$ cat config.mk
export PLATFORM = sky130hd
export DESIGN_NAME = pointer_tracker_with_button_timing_unit_flat
export DESIGN_NICKNAME = d
export VERILOG_FILES = /design/src/hdl/ptrk_pkg.sv /design/src/hdl/ptrk_in_if.sv /design/src/hdl/ptrk_out_if.sv /design/src/hdl/ptrk_cfg_regs.sv /design/src/hdl/ptrk_core.sv /design/src/hdl/ptrk_out_buf.sv /design/src/hdl/pointer_tracker_with_button_timing_unit.sv /design/src/flat_wrapper.sv
export SDC_FILE = /design/constraint.sdc
export NUM_CORES = 2
export LEC_CHECK = 0
export ABC_AREA = 1
export BUFFER_PORTS_ARGS = -buffer_cell sky130_fd_sc_hd__buf_2
export CAP_MARGIN = 15
export CORE_MARGIN = 10
export CORE_UTILIZATION = 50
export CTS_BUF_LIST = sky130_fd_sc_hd__clkbuf_8
export DETAILED_ROUTE_END_ITERATION = 8
export GPL_TIMING_DRIVEN = 0
export HOLD_SLACK_MARGIN = 0.15
export MAX_ROUTING_LAYER = met4
export PLACE_DENSITY = 0.67
export REMOVE_ABC_BUFFERS = 1
export SLEW_MARGIN = 20
export SYNTH_ARGS = -nofsm -noshare
export SYNTH_HDL_FRONTEND = slang
export SYNTH_SLANG_ARGS = --single-unit
$ cat constraint.sdc
create_clock -name clk -period 12.32 [get_ports clk]
set_input_delay 0.616 -clock clk [delete_from_list [all_inputs] [get_ports clk]]
set_output_delay 0.616 -clock clk [all_outputs]
set_load 0.02 [all_outputs]
$ cat src/hdl/ptrk_pkg.sv
// ----------------------------------------------------------------------------
// ptrk_pkg: shared types and constants of the pointer tracker
// Command and register codes, word layouts of both channels, config bundle.
// ----------------------------------------------------------------------------
package ptrk_pkg;

  // Buttons tracked, and button fields carried by a sample word
  localparam int BUTTON_COUNT = 3;
  localparam int MAX_BUTTONS  = 3;

  localparam int POS_W    = 16;
  localparam int SUM_W    = 32;
  localparam int PRESS_W  = 8;
  localparam int BTN_IDX_W = 3;
  localparam int CFG_IDX_W = 3;
  localparam int CFG_DATA_W = 16;

  // Fill count of a full result buffer
  localparam logic [1:0] OUT_BUF_FULL = 2'd2;

  // Window limits after reset
  localparam logic signed [POS_W-1:0] MIN_X_RESET = 16'sd0;
  localparam logic signed [POS_W-1:0] MIN_Y_RESET = 16'sd0;
  localparam logic signed [POS_W-1:0] MAX_X_RESET = 16'sd319;
  localparam logic signed [POS_W-1:0] MAX_Y_RESET = 16'sd199;

  typedef enum logic [2:0] {
    CMD_SAMPLE       = 3'd0,
    CMD_SET_POS      = 3'd1,
    CMD_FLUSH        = 3'd2,
    CMD_BUTTONS      = 3'd3,
    CMD_READ_DELTA   = 3'd4,
    CMD_DOWN_TIME    = 3'd5,
    CMD_DOWN_COUNT   = 3'd6,
    CMD_BUTTON_STATE = 3'd7
  } cmd_t;

  typedef enum logic [CFG_IDX_W-1:0] {
    CFG_ENABLED = 3'd0,
    CFG_MIN_X   = 3'd1,
    CFG_MIN_Y   = 3'd2,
    CFG_MAX_X   = 3'd3,
    CFG_MAX_Y   = 3'd4
  } cfg_idx_t;

  typedef struct packed {
    cmd_t                     cmd;
    logic signed [POS_W-1:0]  move_x;
    logic signed [POS_W-1:0]  move_y;
    logic [MAX_BUTTONS-1:0]   button_mask;
    logic [PRESS_W-1:0]       presses_0;
    logic [PRESS_W-1:0]       presses_1;
    logic [PRESS_W-1:0]       presses_2;
    logic [BTN_IDX_W-1:0]     button_index;
    logic signed [POS_W-1:0]  new_x;
    logic signed [POS_W-1:0]  new_y;
    logic [SUM_W-1:0]         now;
  } in_word_t;

  typedef struct packed {
    logic signed [POS_W-1:0]  pos_x;
    logic signed [POS_W-1:0]  pos_y;
    logic signed [SUM_W-1:0]  delta_x;
    logic signed [SUM_W-1:0]  delta_y;
    logic [SUM_W-1:0]         read_value;
  } out_word_t;

  typedef struct packed {
    logic                     enabled;
    logic signed [POS_W-1:0]  min_x;
    logic signed [POS_W-1:0]  min_y;
    logic signed [POS_W-1:0]  max_x;
    logic signed [POS_W-1:0]  max_y;
  } cfg_t;

endpackage

$ cat src/hdl/ptrk_in_if.sv
// ----------------------------------------------------------------------------
// ptrk_in_if: command channel of the pointer tracker
// Valid/ready channel carrying one command word.
// ----------------------------------------------------------------------------
interface ptrk_in_if;
  import ptrk_pkg::*;

  logic     valid;
  logic     ready;
  in_word_t data;

  modport source (output valid, output data, input ready);
  modport sink   (input valid, input data, output ready);
endinterface

$ cat src/hdl/ptrk_out_if.sv
// ----------------------------------------------------------------------------
// ptrk_out_if: result channel of the pointer tracker
// Valid/ready channel carrying one result word.
// ----------------------------------------------------------------------------
interface ptrk_out_if;
  import ptrk_pkg::*;

  logic      valid;
  logic      ready;
  out_word_t data;

  modport source (output valid, output data, input ready);
  modport sink   (input valid, input data, output ready);
endinterface

$ cat src/hdl/ptrk_cfg_regs.sv
// ----------------------------------------------------------------------------
// ptrk_cfg_regs: configuration register file
// Enable flag and clamp window, written through a plain write port.
// ----------------------------------------------------------------------------
module ptrk_cfg_regs (
  input  logic                             clk,
  input  logic                             rst,
  input  logic                             cfg_wr_en,
  input  logic [ptrk_pkg::CFG_IDX_W-1:0]   cfg_index,
  input  logic [ptrk_pkg::CFG_DATA_W-1:0]  cfg_wr_data,
  output ptrk_pkg::cfg_t                   cfg
);
  import ptrk_pkg::*;

  // Load the addressed register; unknown indexes are dropped
  always_ff @(posedge clk) begin
    if (rst) begin
      cfg.enabled <= 1'b0;
      cfg.min_x   <= MIN_X_RESET;
      cfg.min_y   <= MIN_Y_RESET;
      cfg.max_x   <= MAX_X_RESET;
      cfg.max_y   <= MAX_Y_RESET;
    end else if (cfg_wr_en) begin
      unique case (cfg_index)
        CFG_ENABLED: cfg.enabled <= cfg_wr_data[0];
        CFG_MIN_X:   cfg.min_x   <= cfg_wr_data;
        CFG_MIN_Y:   cfg.min_y   <= cfg_wr_data;
        CFG_MAX_X:   cfg.max_x   <= cfg_wr_data;
        CFG_MAX_Y:   cfg.max_y   <= cfg_wr_data;
        default: ;
      endcase
    end
  end

endmodule

$ cat src/hdl/ptrk_core.sv
// ----------------------------------------------------------------------------
// ptrk_core: input register, tracker state and per-word update
// Registers one command word, then applies it to the state when the result buffer has room.
// ----------------------------------------------------------------------------
module ptrk_core (
  input  logic               clk,
  input  logic               rst,
  ptrk_in_if.sink            req,
  input  ptrk_pkg::cfg_t     cfg,
  input  logic               buf_space,
  output logic               push_valid,
  output ptrk_pkg::out_word_t push_word
);
  import ptrk_pkg::*;

  // Input register
  logic     s1_valid;
  in_word_t s1;

  // Tracker state
  logic signed [POS_W-1:0] position_x, position_x_next;
  logic signed [POS_W-1:0] position_y, position_y_next;
  logic [SUM_W-1:0]        motion_sum_x, motion_sum_x_next;
  logic [SUM_W-1:0]        motion_sum_y, motion_sum_y_next;
  logic [BUTTON_COUNT-1:0] level_mask, level_mask_next;
  logic [SUM_W-1:0]        press_counts [BUTTON_COUNT];
  logic [SUM_W-1:0]        press_counts_next [BUTTON_COUNT];
  logic [SUM_W-1:0]        press_start [BUTTON_COUNT];
  logic [SUM_W-1:0]        press_start_next [BUTTON_COUNT];
  logic [SUM_W-1:0]        held_totals [BUTTON_COUNT];
  logic [SUM_W-1:0]        held_totals_next [BUTTON_COUNT];

  logic [PRESS_W-1:0]      presses [MAX_BUTTONS];
  logic [BUTTON_COUNT-1:0] levels;
  logic [BUTTON_COUNT-1:0] sel;
  logic                    idx_ok;
  logic                    fire;

  // Add motion, raise to the low limit, then lower to the high limit
  function automatic logic signed [POS_W-1:0] clamp_axis(
    input logic signed [POS_W-1:0] pos,
    input logic signed [POS_W-1:0] mv,
    input logic signed [POS_W-1:0] lo,
    input logic signed [POS_W-1:0] hi
  );
    logic signed [POS_W:0] sum;
    logic signed [POS_W:0] lo_w;
    logic signed [POS_W:0] hi_w;
    sum  = $signed({pos[POS_W-1], pos}) + $signed({mv[POS_W-1], mv});
    lo_w = $signed({lo[POS_W-1], lo});
    hi_w = $signed({hi[POS_W-1], hi});
    if (sum < lo_w) sum = lo_w;
    if (sum > hi_w) sum = hi_w;
    return sum[POS_W-1:0];
  endfunction

  assign fire       = s1_valid && buf_space;
  assign req.ready  = !s1_valid || buf_space;
  assign push_valid = fire;

  // Hold a word until the result buffer has room
  always_ff @(posedge clk) begin
    if (rst) begin
      s1_valid <= 1'b0;
    end else if (req.ready) begin
      s1_valid <= req.valid;
    end
  end

  always_ff @(posedge clk) begin
    if (req.valid && req.ready) begin
      s1 <= req.data;
    end
  end

  assign presses[0] = s1.presses_0;
  assign presses[1] = s1.presses_1;
  assign presses[2] = s1.presses_2;
  assign levels     = s1.button_mask[BUTTON_COUNT-1:0];
  assign idx_ok     = s1.button_index < BTN_IDX_W'(BUTTON_COUNT);

  // Decode one button select line per tracked button
  always_comb begin
    for (int b = 0; b < BUTTON_COUNT; b++) begin
      sel[b] = idx_ok && (s1.button_index == BTN_IDX_W'(b));
    end
  end

  // Next state and result word
  always_comb begin
    position_x_next   = position_x;
    position_y_next   = position_y;
    motion_sum_x_next = motion_sum_x;
    motion_sum_y_next = motion_sum_y;
    level_mask_next   = level_mask;
    for (int b = 0; b < BUTTON_COUNT; b++) begin
      press_counts_next[b] = press_counts[b];
      press_start_next[b]  = press_start[b];
      held_totals_next[b]  = held_totals[b];
    end
    push_word.delta_x    = '0;
    push_word.delta_y    = '0;
    push_word.read_value = '0;

    unique case (s1.cmd)
      CMD_SAMPLE: begin
        if (cfg.enabled) begin
          motion_sum_x_next = motion_sum_x + SUM_W'(s1.move_x);
          motion_sum_y_next = motion_sum_y + SUM_W'(s1.move_y);
          position_x_next   = clamp_axis(position_x, s1.move_x, cfg.min_x, cfg.max_x);
          position_y_next   = clamp_axis(position_y, s1.move_y, cfg.min_y, cfg.max_y);
          for (int b = 0; b < BUTTON_COUNT; b++) begin
            press_counts_next[b] = press_counts[b] + {{(SUM_W-PRESS_W){1'b0}}, presses[b]};
            if (levels[b] && !level_mask[b]) begin
              press_start_next[b] = s1.now;
            end else if (!levels[b] && level_mask[b]) begin
              held_totals_next[b] = held_totals[b] + (s1.now - press_start[b]);
            end
          end
          level_mask_next = levels;
        end
      end
      CMD_SET_POS: begin
        position_x_next = s1.new_x;
        position_y_next = s1.new_y;
      end
      CMD_FLUSH: begin
        motion_sum_x_next = '0;
        motion_sum_y_next = '0;
        for (int b = 0; b < BUTTON_COUNT; b++) begin
          press_counts_next[b] = '0;
          held_totals_next[b]  = '0;
          press_start_next[b]  = s1.now;
        end
      end
      CMD_BUTTONS: begin
        push_word.read_value = {{(SUM_W-BUTTON_COUNT){1'b0}}, level_mask};
      end
      CMD_READ_DELTA: begin
        push_word.delta_x = motion_sum_x;
        push_word.delta_y = motion_sum_y;
        motion_sum_x_next = '0;
        motion_sum_y_next = '0;
      end
      CMD_DOWN_TIME: begin
        // Held: report time since press and restart; released: drain total
        for (int b = 0; b < BUTTON_COUNT; b++) begin
          if (sel[b]) begin
            if (level_mask[b]) begin
              push_word.read_value = s1.now - press_start[b];
              press_start_next[b]  = s1.now;
            end else begin
              push_word.read_value = held_totals[b];
              held_totals_next[b]  = '0;
            end
          end
        end
      end
      CMD_DOWN_COUNT: begin
        for (int b = 0; b < BUTTON_COUNT; b++) begin
          if (sel[b]) begin
            push_word.read_value = press_counts[b];
            press_counts_next[b] = '0;
          end
        end
      end
      CMD_BUTTON_STATE: begin
        push_word.read_value = {{(SUM_W-1){1'b0}}, |(sel & level_mask)};
      end
    endcase

    push_word.pos_x = position_x_next;
    push_word.pos_y = position_y_next;
  end

  // Commit the update when the word moves into the result buffer
  always_ff @(posedge clk) begin
    if (rst) begin
      position_x   <= '0;
      position_y   <= '0;
      motion_sum_x <= '0;
      motion_sum_y <= '0;
      level_mask   <= '0;
      for (int b = 0; b < BUTTON_COUNT; b++) begin
        press_counts[b] <= '0;
        press_start[b]  <= '0;
        held_totals[b]  <= '0;
      end
    end else if (fire) begin
      position_x   <= position_x_next;
      position_y   <= position_y_next;
      motion_sum_x <= motion_sum_x_next;
      motion_sum_y <= motion_sum_y_next;
      level_mask   <= level_mask_next;
      for (int b = 0; b < BUTTON_COUNT; b++) begin
        press_counts[b] <= press_counts_next[b];
        press_start[b]  <= press_start_next[b];
        held_totals[b]  <= held_totals_next[b];
      end
    end
  end

endmodule

$ cat src/hdl/ptrk_out_buf.sv
// ----------------------------------------------------------------------------
// ptrk_out_buf: two-entry result buffer
// Decouples the result channel; space depends on registers only.
// ----------------------------------------------------------------------------
module ptrk_out_buf (
  input  logic                clk,
  input  logic                rst,
  input  logic                push_valid,
  input  ptrk_pkg::out_word_t push_word,
  output logic                buf_space,
  ptrk_out_if.source          rsp
);
  import ptrk_pkg::*;

  out_word_t  slot [2];
  logic       wr_ptr;
  logic       rd_ptr;
  logic [1:0] count;
  logic       pop;

  assign buf_space = count != OUT_BUF_FULL;
  assign rsp.valid = count != 2'd0;
  assign rsp.data  = slot[rd_ptr];
  assign pop       = rsp.valid && rsp.ready;

  // Store an incoming word
  always_ff @(posedge clk) begin
    if (push_valid) begin
      slot[wr_ptr] <= push_word;
    end
  end

  // Advance pointers and fill count
  always_ff @(posedge clk) begin
    if (rst) begin
      wr_ptr <= 1'b0;
      rd_ptr <= 1'b0;
      count  <= 2'd0;
    end else begin
      if (push_valid) wr_ptr <= !wr_ptr;
      if (pop)        rd_ptr <= !rd_ptr;
      count <= count + {1'b0, push_valid} - {1'b0, pop};
    end
  end

endmodule

$ cat src/hdl/pointer_tracker_with_button_timing_unit.sv
// ----------------------------------------------------------------------------
// pointer_tracker_with_button_timing_unit: three-button pointer tracker
// Tracks position, motion deltas, press counts and button hold times.
// ----------------------------------------------------------------------------
// Usage:
//   req carries one command word per handshake (sample, set position, flush
//   or one of the reads); rsp returns exactly one result word for each.
//   The configuration port writes the enable flag and the clamp window and
//   is to be used only while no command is in flight; the block does not enforce it.
// Flow: a word waits in the input register until the result buffer has room
//   and is then applied to the state as its result enters the buffer.
// Throughput: one word per cycle while the buffer has room; the single
//   registered pass is set by the 32-bit hold-time add/subtract path.
// Reset: clears position, sums, counts, hold times and button levels,
//   disables sampling and restores the window to 0..319 by 0..199.
//   Nothing else is swept; the block is ready in the cycle after reset.
// Stall: a two-entry result buffer plus the input register absorb up to
//   three words while rsp is held off; then req.ready drops. req.ready
//   comes from registers only, never from rsp.ready directly.
// ----------------------------------------------------------------------------
module pointer_tracker_with_button_timing_unit (
  input  logic                             clk,
  input  logic                             rst,
  ptrk_in_if.sink                          req,
  ptrk_out_if.source                       rsp,
  input  logic                             cfg_wr_en,
  input  logic [ptrk_pkg::CFG_IDX_W-1:0]   cfg_index,
  input  logic [ptrk_pkg::CFG_DATA_W-1:0]  cfg_wr_data
);
  import ptrk_pkg::*;

  cfg_t      cfg;
  logic      push_valid;
  out_word_t push_word;
  logic      buf_space;

  // Configuration registers
  ptrk_cfg_regs u_cfg (
    .clk         (clk),
    .rst         (rst),
    .cfg_wr_en   (cfg_wr_en),
    .cfg_index   (cfg_index),
    .cfg_wr_data (cfg_wr_data),
    .cfg         (cfg)
  );

  // Input register and state update
  ptrk_core u_core (
    .clk        (clk),
    .rst        (rst),
    .req        (req),
    .cfg        (cfg),
    .buf_space  (buf_space),
    .push_valid (push_valid),
    .push_word  (push_word)
  );

  // Result buffer
  ptrk_out_buf u_buf (
    .clk        (clk),
    .rst        (rst),
    .push_valid (push_valid),
    .push_word  (push_word),
    .buf_space  (buf_space),
    .rsp        (rsp)
  );

`ifndef NO_ASSERTIONS
  // A pushed word must show up on the result channel
  a_push_visible: assert property (@(posedge clk) disable iff (rst)
    push_valid |=> rsp.valid)
    else $error("pushed result not visible on rsp");

  // A full buffer always presents a word
  a_full_valid: assert property (@(posedge clk) disable iff (rst)
    !buf_space |-> rsp.valid)
    else $error("result buffer full but rsp.valid low");

  // An accepted word is either applied next cycle or waiting on a full buffer
  a_accept_progress: assert property (@(posedge clk) disable iff (rst)
    (req.valid && req.ready) |=> (push_valid || !buf_space))
    else $error("accepted word neither applied nor blocked by full buffer");
`endif

endmodule
$ cat src/flat_wrapper.sv
// flat-port wrapper written by rule: the top's interface ports become plain ports
module pointer_tracker_with_button_timing_unit_flat import ptrk_pkg::*;
  (clk, rst, cfg_wr_en, cfg_index, cfg_wr_data, req_valid, req_data, req_ready, rsp_valid, rsp_data, rsp_ready);
  ptrk_in_if req_i ();
  ptrk_out_if rsp_i ();
  input  logic clk;
  input  logic rst;
  input  logic cfg_wr_en;
  input  logic [ptrk_pkg::CFG_IDX_W-1:0] cfg_index;
  input  logic [ptrk_pkg::CFG_DATA_W-1:0] cfg_wr_data;
  input wire logic [$bits(req_i.valid)-1:0] req_valid;
  input wire logic [$bits(req_i.data)-1:0] req_data;
  output wire logic [$bits(req_i.ready)-1:0] req_ready;
  output wire logic [$bits(rsp_i.valid)-1:0] rsp_valid;
  output wire logic [$bits(rsp_i.data)-1:0] rsp_data;
  input wire logic [$bits(rsp_i.ready)-1:0] rsp_ready;
  assign req_i.valid = req_valid;
  assign req_i.data = req_data;
  assign req_ready = req_i.ready;
  assign rsp_valid = rsp_i.valid;
  assign rsp_data = rsp_i.data;
  assign rsp_i.ready = rsp_ready;
  pointer_tracker_with_button_timing_unit u_core (.clk(clk), .rst(rst), .req(req_i), .rsp(rsp_i), .cfg_wr_en(cfg_wr_en), .cfg_index(cfg_index), .cfg_wr_data(cfg_wr_data));
endmodule
Yosys cells after proc, flatten, opt, wreduce, memory -nomap -nowiden --
Memories as Yosys holds them, arrays and structs flattened. A register that Yosys moved wholly into a read port is not among the register bits. Index checks and enable logic that the tools add are counted.
Word-level totals: register bits 298, bits in latches 0, RAM bits 544, memory bits (read-only) 0, input port bits 153, output and inout port bits 130, word-level logic and storage cells 184, memories 4
Memory list:
- u_core.u_buf.slot | words 2, width 128, read ports 1, clocked after Yosys merged registers in 1, write ports 1, line ptrk_out_buf.sv:15 | out_word_t slot [2];
- u_core.u_core.held_totals | words 3, width 32, read ports 3, clocked after Yosys merged registers in 0, write ports 3, line ptrk_core.sv:30 | logic [SUM_W-1:0] held_totals [BUTTON_COUNT];
- u_core.u_core.press_counts | words 3, width 32, read ports 3, clocked after Yosys merged registers in 0, write ports 3, line ptrk_core.sv:26 | logic [SUM_W-1:0] press_counts [BUTTON_COUNT];
- u_core.u_core.press_start | words 3, width 32, read ports 3, clocked after Yosys merged registers in 0, write ports 3, line ptrk_core.sv:28 | logic [SUM_W-1:0] press_start [BUTTON_COUNT];
Operators by class: add/sub/neg operators 15, multipliers 0, divide/modulo/power cells 0, order comparisons 5, equal/unequal tests 15, shift operators 0, muxes and demuxes 74, bitwise operators 10, reduce and logical (&&, ||, !) cells 36
Operator list (count):
- $mux 32 | 44
- $pmux 96 s3 | 3
- $mux 96 | 3
- $add 32x32->32 | 5
- $pmux 32 s2 | 2
- $pmux 32 s4 | 1
- $mux 17 | 6
- $add 32x8->32 | 3
- $sub 32x32->32 | 3
- $mux 16 | 4
- $mux 64 | 1
- $pmux 16 s2 | 2
- $add 16x16->17 | 2
- $gt 17x16->1 | 2
- $lt 17x16->1 | 2
- $eq 3x2->1 const B | 5
- $eq 3x3->1 const B | 5
- $logic_and 1x1->1 | 12
- $reduce_and 2->1 | 5
- $eq 3x1->1 const B | 3
- $logic_not 1->1 | 9
- $logic_not 3->1 | 3
- $or 1x1->1 | 9
- $mux 1 | 8
- other kinds (11) | 13

Depth between registers and ports, before layout --
depth in word-level cells 9, gate-level depth with buffers 43, gate-level depth less buffers 41

Modules after synthesis --
A second synthesis with hierarchy kept.
Second synthesis, totals: cells, all modules 7292, area total of the unflattened synthesis 56655.6 um^2
Modules (own cells, without submodules):
- ptrk_core | instances 1, cells each 6487, area an instance 44487.7 um^2, seq. area each 14523.9 um^2
- ptrk_out_buf | instances 1, cells each 434, area an instance 9545.4 um^2, seq. area each 7787.5 um^2
- ptrk_cfg_regs | instances 1, cells each 371, area an instance 2622.5 um^2, seq. area each 1301.2 um^2

Least setup slack after synthesis --
No wires, ideal clock.
path type in2reg, start input rst, end memory u_core.u_core.held_totals[0][0] (enable), library setup time 0.594 ns, arrival time 6.603 ns, data required time 11.726 ns, setup slack 5.122 ns, stages 8, buffers on the path 2, path through clkbuf_1 -> nor2_4 -> inv_2 -> nor3_1 -> buf_2 -> a21oi_1 -> o31ai_1 -> a2111oi_0
RTL lines:
- start: declaration | line flat_wrapper.sv:7 | input logic rst;
- end: declaration | line ptrk_core.sv:30

==> impl_metrics.yaml <==
run_status:
  outcome: "complete, no violations"
global_route:
  grt_first_pass_wirelength_mm: 288
  grt_max_degree: 69
  groute.usage.overall: 0.304
  grt_overflow_total: 0
  vias_in_the_first_global_route: 48700
  antenna_found_initial: 7
detailed_routing:
  drc: 0
  first_pass_iters: 7
  wirelength_mm: 190
  drt.antenna.violating_nets: 0
  wire_per_inst_um: 20.8
  num_vias: 50800
  initialDrtViolationCount: 4497
  avgViaCountPerCell: 5.56
power:
  p_comb_frac: 0.413
  power.net_switching_w: 0.00459
  clock_power_share: 0.248
  static-leakage-power_nw: 28.2
  power_frac_seq: 0.339
  peakVddDrop_uv: 102
  cellInternalPower_w: 0.00636
  power_density_nw_per_um2: 171
  sw_share: 0.419
yosys:
  ys_dominant_reg_cell: "sky130_fd_sc_hd__edfxtp_1"
  post_synth_design_cell_area_um2: 55400
  synth-seq-area-share: 0.426
  avgSynthCellArea_um2: 7.90
  synth_seq_cells: 843
  yosysUniqueCellTypes: 58
  syn-instance-count: 7010
  synth_enable_flop_cells: 673
  asyncSetResetFlopFracSynth: 0
  ys_warn_count: 0
clock_network:
  numCtsBuffers: 151
  ctsLongestPathBuffers: 3
  clock_tree_from_tritoncts: "built"
  numClockSinks: 843
  worst_setup_hold_path_clk_slew_ns: 0.06
  clkLatencyLatePin_ns: 0.86
  htreeDepth: 4
  cts_root_buf: "sky130_fd_sc_hd__clkbuf_8"
worst_setup_path:
  setup.worst_path.end_class: "flop"
  timing.critical_path.arrival_ns: 7.21
  timing.critical_path.max_delay_family: "simple AND/OR/NAND/NOR gates"
  startpoint_type: "flop"
  critical_path.startpoint: "u_core.u_core.s1[110]$_DFFE_PP_"
  worstPathMaxFanout: 17
  max_stage_delay_ns: 0.49
  cpMostUsedCell: "sky130_fd_sc_hd__nand2_1"
  highest_delay_cell_along_the_critical_path: "sky130_fd_sc_hd__fa_1"
  critical_path.n_buffers_inverters: 5
  worst_r2r_start: "u_core.u_core.s1[110]$_DFFE_PP_"
  cp.required_ns: 12.90
  setup.worst_path.class: "reg2reg"
sta:
  setup_viol: 0
  maxSlewHeadroom: 0.236
  final-max-slew-violation-count: 0
  rsz_0062_raised_after_global_routing: "false"
  setup_ws_ns: 5.70
  transition_time_at_the_pin_with_the_least_slew_margin_ns: 1.14
  hold_viol: 0
  timing.final.crit_period_ns: 6.62
  fmaxAchievable_mhz: 151
  finClkSkew_ns: 0.0471
  finalCritPeriodShare: 0.538
floorplanning:
  die_width_um: 353
  die_height_um: 353
  num_rows: 122
  initial_core_util: 0.502
  pin_count: 283
  design.die.area_um2: 124000
  fp.coreArea_um2: 110000
placement:
  place.detailed.hpwl_mm: 148
  gp_congestion: 0.995
  dp_slack_ns: 5.79
  numPortBuffers: 282
finish:
  multi_input_area_um2: 27600
  fraction_of_layout_instances_using_a_drive_strength_above_1: 0.102
  area.growth.synth_to_final_pct: 15.5
  final_util: 0.579
  filler_cell_count: 10200
  ff_latch_area_um2: 23600
  layout.nets: 8044
min_path:
  hold_start: "cfg_index[0]"
  hold_class: "in2reg"
job:
  maxCapViolCount: 0
[cells in the mapped netlist (5+ instances only)]
cell type / instances / share of area
sky130_fd_sc_hd__o21ai_1: 8 / 0.00072
sky130_fd_sc_hd__ha_1: 372 / 0.084
sky130_fd_sc_hd__o211ai_1: 27 / 0.0037
sky130_fd_sc_hd__nand4_1: 72 / 0.0081
sky130_fd_sc_hd__dfxtp_1: 170 / 0.061
sky130_fd_sc_hd__o21a_1: 51 / 0.0069
sky130_fd_sc_hd__buf_2: 25 / 0.0023
sky130_fd_sc_hd__xnor2_1: 18 / 0.0028
sky130_fd_sc_hd__clkbuf_1: 115 / 0.0078
sky130_fd_sc_hd__o221ai_1: 16 / 0.0025
sky130_fd_sc_hd__xor2_1: 54 / 0.0085
sky130_fd_sc_hd__nor4_1: 18 / 0.0020
sky130_fd_sc_hd__and2_1: 44 / 0.0050
sky130_fd_sc_hd__a21boi_0: 18 / 0.0024
sky130_fd_sc_hd__a221oi_1: 11 / 0.0017
sky130_fd_sc_hd__a21o_1: 43 / 0.0058
sky130_fd_sc_hd__o21ai_2: 5 / 0.00079
sky130_fd_sc_hd__nand3_1: 404 / 0.037
sky130_fd_sc_hd__o21bai_1: 33 / 0.0045
sky130_fd_sc_hd__a31oi_1: 32 / 0.0036
sky130_fd_sc_hd__a211oi_1: 6 / 0.00081
sky130_fd_sc_hd__a21oi_1: 705 / 0.064
sky130_fd_sc_hd__buf_1: 13 / 0.00088
sky130_fd_sc_hd__nor2_2: 9 / 0.0010
sky130_fd_sc_hd__o21ai_0: 417 / 0.038
sky130_fd_sc_hd__inv_1: 983 / 0.067
sky130_fd_sc_hd__nand2_1: 1593 / 0.11
sky130_fd_sc_hd__nor3b_1: 6 / 0.00081
sky130_fd_sc_hd__nor2_1: 694 / 0.047
sky130_fd_sc_hd__edfxtp_1: 673 / 0.36
sky130_fd_sc_hd__fa_1: 13 / 0.0047
sky130_fd_sc_hd__and3_1: 5 / 0.00056
sky130_fd_sc_hd__or2_2: 21 / 0.0024
sky130_fd_sc_hd__nor3_1: 76 / 0.0069
sky130_fd_sc_hd__nand3b_1: 25 / 0.0034
sky130_fd_sc_hd__mux2_2: 128 / 0.026
sky130_fd_sc_hd__inv_2: 12 / 0.00081
sky130_fd_sc_hd__o22ai_1: 44 / 0.0050
sky130_fd_sc_hd__nand2_2: 13 / 0.0015
sky130_fd_sc_hd__a22oi_1: 5 / 0.00068
[sequential cells by signal, summed over array words and instances (netlist names), 16 cells and up, named ones only]
register                    count
u_core.u_core.presses          24
u_core.u_core.motion_sum_x     32
u_core.u_cfg.cfg               65
u_core.u_buf.slot             256
u_core.u_core.motion_sum_y     32
u_core.u_core.press_counts     96
u_core.u_core.s1              102
u_core.u_core.position_x       16
u_core.u_core.press_start      96
u_core.u_core.position_y       16
u_core.u_core.held_totals      96
[timing repair]
item	CTS	global route
hold buffers	151	0
setup buffers	0	0
hold endpoints to repair	195	0
resized for setup	0	0
[kinds of logic (layout without fill, tap and decap cells)]
logic type,count (synthesis),in the layout,synth area share
multiplexers,128,128,0.0260
flip-flops,843,843,0.426
AND/OR/NAND/NOR,2986,2986,0.224
adder cells (fa/ha/maj),385,385,0.0887
AO/OA/AOI/OAI,1443,1443,0.144
buffers and inverters,1153,1774,0.0788
XOR/XNOR,72,72,0.0114
other,0,9,0
[per-stage QoR]
stage | instance area [um2] | cells | setup TNS, ns | hold slack (ns) | power [W]
after floorplan | 54800 | 6855 | 0 | 0.426 | 0.00669
after global placement | 58000 | 8625 | -1053.40 | 0.435 | 0.00813
after detailed placement | 59400 | 8690 | 0 | 0.431 | 0.00817
after CTS | 63900 | 9119 | 0 | 0.151 | 0.0109
after global routing | 63900 | 9121 | 0 | 0.243 | 0.0116
final | 64000 | 9128 | 0 | 0.218 | 0.0109
[power groups by stage]
stage                     combinational (W)  clock [W]  sequential, W
final                               0.00452    0.00271        0.00372
after global routing                0.00498    0.00289        0.00375
after CTS                           0.00446    0.00276        0.00371
after detailed placement            0.00440          0        0.00377
after global placement              0.00425          0        0.00388
after floorplan                     0.00296          0        0.00373
[path summary, 6_finish.rpt]
kind | slack (ns) | end | depth (start not counted)
min reg2reg | 0.44 | flop | 1
min | 0.22 | u_core.u_cfg.cfg[48]$_SDFFE_PP0P_ | 5
max reg2reg | 5.70 | u_core.u_buf.slot[1][117]$_DFFE_PP_ | 33
max | 5.70 | u_core.u_buf.slot[1][117]$_DFFE_PP_ | 33
[placed cells by master, fill, tap and decap left out, types with 25 or more instances in the layout]
master and n:
sky130_fd_sc_hd__nand2_1 1590, sky130_fd_sc_hd__inv_1 1018, sky130_fd_sc_hd__a21oi_1 705, sky130_fd_sc_hd__nor2_1 688
sky130_fd_sc_hd__edfxtp_1 673, sky130_fd_sc_hd__o21ai_0 417, sky130_fd_sc_hd__nand3_1 403, sky130_fd_sc_hd__ha_1 372
sky130_fd_sc_hd__buf_2 288, sky130_fd_sc_hd__dfxtp_1 167, sky130_fd_sc_hd__clkbuf_8 166, sky130_fd_sc_hd__dlygate4sd3_1 151
sky130_fd_sc_hd__mux2_2 128, sky130_fd_sc_hd__nor3_1 73, sky130_fd_sc_hd__nand4_1 72, sky130_fd_sc_hd__xor2_1 54
sky130_fd_sc_hd__o21a_1 51, sky130_fd_sc_hd__and2_1 44, sky130_fd_sc_hd__o22ai_1 44, sky130_fd_sc_hd__a21o_1 43
sky130_fd_sc_hd__o21bai_1 33, sky130_fd_sc_hd__a31oi_1 29, sky130_fd_sc_hd__clkinv_1 29, sky130_fd_sc_hd__o211ai_1 27
sky130_fd_sc_hd__nand3b_1 25
[layer usage]
metal	up-vias	global-route usage	routed length (um)
li1	24800	-	-
met1	23700	0.374	78700
met2	1875	0.496	89200
met3	408	0.0407	12500
met4	0	0.138	9390
met5	-	-	0
[final cells by class]
cell class	count	share of cell area
multi-input combinational	5014	0.431
antenna	9	0.000352
clock inverter	112	0.0122
inverter	998	0.0588
tap	1488	0.0291
timing repair buffer	498	0.0632
clock buffer	166	0.0357
sequential	843	0.369
[worst reg2reg max path, delay by kind of cell, from the launching register on]
kind | cells | cell delay, ns
simple gates | 20 | 3.03
buf+inv | 5 | 0.62
fa+ha+maj | 4 | 1.49
flops | 1 | 0.45
compound gates | 4 | 0.77
Power figures use the tool's default switching activity.
